$ cat src/rmie_pkg.sv
`timescale 1ns / 1ps
// ----------------------------------------------------------------------------
// rmie_pkg
// Opcodes, status codes and the decoded instruction record shared by the
// front end, the queue and the execute unit.
// ----------------------------------------------------------------------------
package rmie_pkg;

	typedef enum logic [4:0] {
		OP_ADD    = 5'd0,
		OP_MUL    = 5'd1,
		OP_SUB    = 5'd2,
		OP_DIV    = 5'd3,
		OP_COPY   = 5'd4,
		OP_LDI    = 5'd5,
		OP_LOAD   = 5'd6,
		OP_STORE  = 5'd7,
		OP_EQ     = 5'd8,
		OP_LT     = 5'd9,
		OP_LE     = 5'd10,
		OP_GT     = 5'd11,
		OP_GE     = 5'd12,
		OP_JMP    = 5'd13,
		OP_JMPZ   = 5'd14,
		OP_JMPREG = 5'd15,
		OP_PRINT  = 5'd16
	} op_t;

	typedef enum logic [1:0] {
		ST_OK      = 2'd0,
		ST_ILLEGAL = 2'd1,
		ST_RANGE   = 2'd2,
		ST_DIVZERO = 2'd3
	} status_t;

	typedef enum logic [2:0] {
		EX_IDLE,
		EX_READ,
		EX_MUL,
		EX_DIV,
		EX_MEM,
		EX_DONE
	} ex_state_t;

	// decoded instruction passed from front end to execute
	typedef struct packed {
		logic [4:0]  op;
		logic        illegal;
		logic [9:0]  cur_addr;
		logic [9:0]  field_a;
		logic [31:0] field_b;
		logic [31:0] field_c;
	} instr_t;

endpackage

$ cat src/rmie_front.sv
`timescale 1ns / 1ps
// ----------------------------------------------------------------------------
// rmie_front
// Takes the instruction beat, classifies the opcode and queues it for the
// execute unit in a two-entry queue.
// ----------------------------------------------------------------------------
module rmie_front (
	input  logic            clk,
	input  logic            arst_n,
	input  logic            start,
	input  logic [4:0]      req_type,
	input  logic [9:0]      cur_addr,
	input  logic [9:0]      field_a,
	input  logic [31:0]     field_b,
	input  logic [31:0]     field_c,
	input  logic            pop,
	output logic            q_valid,
	output rmie_pkg::instr_t q_head,
	output logic            q_full
);
	import rmie_pkg::*;

	instr_t      entry_q [2];
	logic        rd_ptr_q;
	logic        wr_ptr_q;
	logic [1:0]  count_q;
	logic        push;
	instr_t      in_item;

	assign q_full  = (count_q == 2'd2);
	assign q_valid = (count_q != 2'd0);
	assign q_head  = entry_q[rd_ptr_q];
	assign push    = start && !q_full;

	always_comb begin
		in_item.op       = req_type;
		in_item.illegal  = (req_type > OP_PRINT);
		in_item.cur_addr = cur_addr;
		in_item.field_a  = field_a;
		in_item.field_b  = field_b;
		in_item.field_c  = field_c;
	end

	always_ff @(posedge clk) begin
		if (push) begin
			entry_q[wr_ptr_q] <= in_item;
		end
	end

	always_ff @(posedge clk or negedge arst_n) begin
		if (!arst_n) begin
			rd_ptr_q <= 1'b0;
			wr_ptr_q <= 1'b0;
			count_q  <= 2'd0;
		end else begin
			if (push) begin
				wr_ptr_q <= ~wr_ptr_q;
			end
			if (pop) begin
				rd_ptr_q <= ~rd_ptr_q;
			end
			unique case ({push, pop})
				2'b10:   count_q <= count_q + 2'd1;
				2'b01:   count_q <= count_q - 2'd1;
				default: count_q <= count_q;
			endcase
		end
	end

endmodule

$ cat config.mk
export PLATFORM = sky130hd
export DESIGN_NAME = rmie_front
export DESIGN_NICKNAME = d
export VERILOG_FILES = /design/src/rmie_pkg.sv /design/src/rmie_front.sv
export SDC_FILE = /design/constraint.sdc
export NUM_CORES = 1
export LEC_CHECK = 0
export BUFFER_PORTS_ARGS = -buffer_cell sky130_fd_sc_hd__buf_2
export CAP_MARGIN = 10
export CELL_PAD_IN_SITES_DETAIL_PLACEMENT = 0
export CELL_PAD_IN_SITES_GLOBAL_PLACEMENT = 2
export CORE_UTILIZATION = 42
export DETAILED_ROUTE_END_ITERATION = 8
export GPL_ROUTABILITY_DRIVEN = 0
export GPL_TIMING_DRIVEN = 0
export HOLD_SLACK_MARGIN = 0.06
export PLACE_DENSITY = 0.86
export SLEW_MARGIN = 20
export SYNTH_ARGS = -nofsm -noshare
export SYNTH_HDL_FRONTEND = slang
export SYNTH_SLANG_ARGS = --single-unit
$ cat constraint.sdc
create_clock -name clk -period 7.2 [get_ports clk]
set_input_delay 0 -clock clk [delete_from_list [all_inputs] [get_ports clk]]
set_output_delay 0 -clock clk [all_outputs]
set_load 0.01 [all_outputs]
==> flow_metrics.tcl, run 1 <==
set metrics [dict create \
    worst_pin_slew_ns 0.6055 \
    fillers 1243 \
    crit_fanout 22 \
    status "completed" \
    power_w 0.003942 \
    skew_ns 0.006687 \
    insertion_delay_ns 0.42 \
    yosysTopAreaCellShare_pct 75.64 \
    crit_required_ns 7.33 \
    grt_pass1_wl_um 21140 \
    setup-violations-final 0 \
    ys_ff_latch 184 \
    grt_max_degree 54 \
    ant_nets 0 \
    hold_viol 0 \
    place_hpwl_um 8492 \
    drc 0 \
    slew_headroom_pct 59.54 \
    cp_common_cell "buf_16" \
    initial_core_util_pct 43.09 \
    synthDistinctLibCells 16 \
    rr_endpoint "entry_q[0][20]" \
    numCtsBuffers 17 \
    holdPathStages 2 \
    critical_path.top_delay_family "simple AND/OR/NAND/NOR gates" \
    viasPerCell 4.564 \
    cp.arrival_ns 2.11 \
    dr.pass1.iters 4 \
    final_layout_size_suffix_gt1_share_pct 52.54 \
    grtUsageTotal_pct 16.03 \
    ys_async_sr_fraction_pct 2.174 \
    cts_max_path_buffers 2 \
    die_width_um 132.4 \
    cts_setup_buffers 0 \
    wl_per_cell_um 16.13 \
    cts_hold_buf 93 \
    coreArea_mm2 0.01658 \
    synthCells 298 \
    r2r-start "count_q[0]" \
    syn_nets 392 \
    ios 185 \
    num_vias 3793 \
    synth_area_mm2 0.007146 \
    hp-start "field_c[13]" \
    reg2reg_depth 5 \
    gr-total-overflow 0 \
    yosysSeqAreaShare_pct 77.04 \
    post-route-period-util_pct 27.47 \
    slowest_delay_ns 0.50 \
    power.leakage_nw 4.087 \
    worstPathCellList "nand2b_1 > nand2_1 > nor2_4 > buf_16 > buf_16" \
    netlist_top_cells_area "edfxtp_1 76%, mux2_4 19%, buf_12 2.5%, dfrtp_1 1.4%, xnor2_1 0.37%" \
    crit_cells 5 \
    die_area_mm2 0.01754 \
    synth_area_per_cell_um2 23.98 \
    synth_top_area_cell "edfxtp_1" \
    synth-edff-count 180 \
    antenna_found_initial 0 \
    root_buffer "clkbuf_16" \
    fin_cells 831 \
    yosys-top-cells-count "180 x edfxtp_1, 89 x mux2_4, 9 x buf_12" \
    final_cell_area_mm2 0.01008 \
    final_util_pct 60.80 \
    cts.clk_slew.worst_paths_ns 0.07 \
    multi_input_area_mm2 0.001458 \
    ctsResizeCount 0 \
    die_h_um 132.4 \
    synth_most_common_cell "edfxtp_1" \
    endpoint_kind "flip-flop" \
    io_buffers 184 \
    cap_violations 0 \
    tns_ns 0 \
    area_growth_pct 41.11 \
    finalCriticalPeriod_ns 1.978 \
    critPathBufInv 2 \
    place_area_mm2 0.008484 \
    criticalPathCategory "reg -> reg" \
    drt-total-wl_um 13400 \
    slowest_stage "nor2_4" \
    r2r_slack_ns 5.22 \
    cts.sinks 184 \
    cts_htree_levels 4 \
    drv_slew 0 \
    min_path_type "in -> reg" \
    worstHoldEndpoint "entry_q[1][13]" \
    nNetsFinal 693 \
    antennaDiodeCount 0 \
    synth_warnings 0 \
    first_global_vias 4159 \
    max_freq_mhz 505.5 \
    first_iter_violations 151 \
    rows 47 \
    ir_drop_mv 0.3787 \
    synth_ff_type "edfxtp_1" \
    grt_setup_unrepaired "false" \
    dp_cells 707 \
    seq_area_mm2 0.005505 \
    start_kind "flip-flop" \
    power.density_mw_per_mm2 391.0 \
    cts_tree "built" \
]
## power breakdown
| group | switching (W) | leakage, nW | total, W | internal, W |
|---|---|---|---|---|
| Clock | 0.000391 | 0.325 | 0.00105 | 0.000656 |
| Combinational | 0.000628 | 2.04 | 0.00137 | 0.000742 |
| Sequential | 0.0000628 | 1.72 | 0.00153 | 0.00146 |
## metal layers
layer | vias up | GRT usage [%] | share of wire [%]
li1 | 1784 | - | -
met1 | 1867 | 18.23 | 41
met2 | 124 | 28.10 | 52
met3 | 18 | 4.598 | 5.1
met4 | 0 | 7.024 | 2.1
met5 | - | 0 | 0
## sequential cells by signal, indices dropped and copies added, names as in the netlist
signal	cells
count_q	2
entry_q	180
rd_ptr_q	1
wr_ptr_q	1
## how the worst max path moves through the flow
stage / start / end
2_1_floorplan: count_q[0] / entry_q[0][0]
3_5_place_dp: count_q[0] / entry_q[0][27]
5_1_grt: count_q[0] / entry_q[0][39]
4_1_cts: count_q[0] / entry_q[0][20]
3_3_place_gp: count_q[0] / entry_q[0][13]
6_report: count_q[0] / entry_q[0][20]
## cells by family (layout without fill, tap and decap cells)
family,after synthesis,count (layout),share of synthesized area [%]
flops,184,184,77.04
mux,90,90,18.86
buf+inv,11,324,2.731
simple gates,6,6,0.4204
xor+xnor,5,5,0.6130
fa+ha+maj,1,1,0.1751
compound gates,1,1,0.1576
## stage by stage
step | hold WS [ns] | setup WS, ns
3_5_place_dp | -0.1834 | 5.228
4_1_cts | 0.2769 | 5.187
5_1_grt | 0.2854 | 5.112
6_report | 0.3016 | 5.222
2_1_floorplan | -0.2956 | 2.283
3_3_place_gp | -0.1904 | 0.1855
## area by class of cell
cell class | instances | share of cell area, %
clock inverter | 13 | 2.370
clock buffer | 18 | 4.256
inverter | 1 | 0.03723
multi-input combinational | 103 | 14.46
tap | 220 | 2.730
timing repair buffer | 282 | 19.66
buffer | 10 | 1.899
sequential | 184 | 54.60
## cells in the final DEF (no fill, tap or decap), types with 2 or more instances in the layout
master,instances
dfrtp_1,4
buf_2,184
edfxtp_1,180
dlygate4sd3_1,93
clkbuf_16,17
buf_12,10
bufinv_16,6
xor2_1,2
xnor2_1,3
buf_16,4
inv_6,4
mux2_4,89
## worst reg2reg max path: stages, from the launching register on
cell	delay, ns
dfrtp_1	0.41
nand2b_1	0.19
nand2_1	0.15
nor2_4	0.50
buf_16	0.26
buf_16	0.17
Note: power is estimated with default switching activity, not from simulation.
==> inputs of run 2 (changes only) <==
Settings changed: CORE_UTILIZATION 42 to 35, PLACE_DENSITY 0.86 to 0.77.
Clock period 7.2 ns to 1.8 ns, I/O delays scaled along.
==> run 2 against run 1 <==
Net effect: first-iteration DRC count decreased by 38%; worst setup slack got worse by 5.1 ns; worst hold slack got worse by 0.0093 ns; largest cell class unchanged; sequential power increased to 4.0 times the previous value.
==> flow_metrics.tcl, run 2 (synthesized netlist as in run 1, its figures left out) <==
set metrics [dict create \
    cts.clk_slew.worst_paths_ns 0.07 \
    cap_violations 0 \
    crit_required_ns 1.90 \
    io_buffers 184 \
    final_util_pct 50.92 \
    clkPwrFrac_pct 23.5 \
    cts.sinks 184 \
    status "completed" \
    cp.arrival_ns 1.80 \
    crit_fanout 47 \
    insertion_delay_ns 0.42 \
    min_path_type "in -> reg" \
    max_freq_mhz 587.3 \
    nNetsFinal 696 \
    first_global_vias 4061 \
    endpoint_kind "flip-flop" \
    most-common-layout-cells "184 x buf_2, 180 x edfxtp_1, 93 x dlygate4sd3_1" \
    die_width_um 144.9 \
    seqPwrFrac_pct 40.3 \
    cts_max_path_buffers 2 \
    worst_pin_slew_ns 0.5822 \
    antenna_found_initial 0 \
    die_area_mm2 0.02099 \
    wl_per_cell_um 15.38 \
    ctsResizeCount 0 \
    reg_top3 "entry_q: 180 flops, count_q: 2 flops" \
    crit_end "entry_q[1][33]" \
    power.density_mw_per_mm2 1509 \
    power.leakage_nw 4.041 \
    place_hpwl_um 8716 \
    worstSetupStartpoint "count_q[0]" \
    viasPerCell 4.308 \
    r2r-start "count_q[0]" \
    fin_cells 880 \
    grt_pass1_wl_um 20610 \
    rr_endpoint "entry_q[1][33]" \
    timing.final.ws_setup_ns 0.09739 \
    regMostFlops "entry_q" \
    num_vias 3791 \
    combinationalPowerShare_pct 36.2 \
    whs_ns 0.2923 \
    area_growth_pct 40.52 \
    antennaDiodeCount 0 \
    p_sw_w 0.004409 \
    dp_slack_ns -0.1698 \
    grt_setup_unrepaired "false" \
    grt_max_degree 48 \
    initial_core_util_pct 36.24 \
    first_iter_violations 94 \
    post-route-period-util_pct 94.59 \
    slew_headroom_pct 61.19 \
    reg2reg_depth 3 \
    finalCriticalPeriod_ns 1.703 \
    start_kind "flip-flop" \
    setup-violations-final 0 \
    ir_drop_mv 0.9231 \
    root_buffer "clkbuf_16" \
    skew_ns 0.01222 \
    grtUsageTotal_pct 13.37 \
    r2r_slack_ns 0.1 \
    hold_viol 0 \
    rows 51 \
    cts_tree "built" \
    drv_slew 0 \
    numCtsBuffers 17 \
    final_layout_size_suffix_gt1_share_pct 53.01 \
    cts_htree_levels 4 \
    criticalPathCategory "reg -> reg" \
    dr.pass1.iters 4 \
    final_common_cell "buf_2" \
    dp_cells 751 \
    ios 185 \
    gr-total-overflow 0 \
    internal_power_w 0.01074 \
    drt-total-wl_um 13530 \
    swShare_pct 29.10 \
    ant_nets 0 \
    die_h_um 144.9 \
    drc 0 \
    coreArea_mm2 0.01972 \
    largest_reg_flops 180 \
]
==> run 2: cell types whose count changed in the layout (fill, tap and decap cells not counted), sizes merged <==
| cell | previous run | this run |
|---|---|---|
| and3 | 1 | 2 |
| buf | 199 | 201 |
| bufinv | 6 | 1 |
| clkbuf | 18 | 17 |
| clkinv | 2 | 4 |
| clkinvlp | 0 | 3 |
| inv | 6 | 8 |
==> run 2: worst min path at each step <==
stage / to / startpoint / slack (ns) / cells past startpoint
5_1_grt: entry_q[0][20] / field_c[20] / 0.28 / 2
4_1_cts: entry_q[0][23] / field_c[23] / 0.28 / 2
2_1_floorplan: count_q[0] / arst_n / -0.30 / 0
6_report: entry_q[1][26] / field_c[26] / 0.29 / 2
3_5_place_dp: count_q[1] / arst_n / -0.18 / 1
3_3_place_gp: count_q[0] / arst_n / -0.19 / 1
==> run 2: metrics by stage <==
stage | instance area, um^2 | setup TNS, ns | total power [W]
2_1_floorplan | 7169 | -80.32 | 0.009812
3_3_place_gp | 8422 | -198.76 | 0.01137
3_5_place_dp | 8513 | -9.501 | 0.01158
4_1_cts | 10040 | 0 | 0.01540
5_1_grt | 10040 | 0 | 0.01592
6_report | 10040 | 0 | 0.01515
==> run 2: routing by layer <==
metal	GRT usage, %	vias up	wire [um]
li1	-	1795	-
met1	15.02	1873	5546
met2	24.04	112	7081
met3	3.817	11	753
met4	4.875	0	150
met5	0	-	0
==> run 2: area by class of cell <==
type,count,area (um^2)
Buffer,10,191.4
Clock buffer,17,425.4
Clock inverter,15,141.4
Fill cell,1605,9677
Inverter,1,3.754
Multi-Input combinational cell,104,1480
Sequential cell,184,5505
Tap cell,265,331.6
Timing Repair Buffer,284,1962
==> run 2: timing repair <==
action                     CTS  global route
hold endpoints to repair   187             0
hold buffers                93             0
setup endpoints to repair   72             0
buffers inserted             3             0
==> run 2: worst max-delay path, cell delays in order, from the launching register on <==
cell and delay (ns):
dfrtp_1 0.42, nand2b_4 0.19, and3_4 0.43, buf_16 0.30
==> run 2: power groups by stage <==
| stage | combinational, W | sequential (W) | clock (W) |
|---|---|---|---|
| 2_1_floorplan | 0.00365 | 0.00616 | 0 |
| 3_3_place_gp | 0.00516 | 0.00622 | 0 |
| 3_5_place_dp | 0.00537 | 0.00620 | 0 |
| 4_1_cts | 0.00561 | 0.00612 | 0.00367 |
| 5_1_grt | 0.00591 | 0.00619 | 0.00383 |
| 6_report | 0.00549 | 0.00610 | 0.00356 |
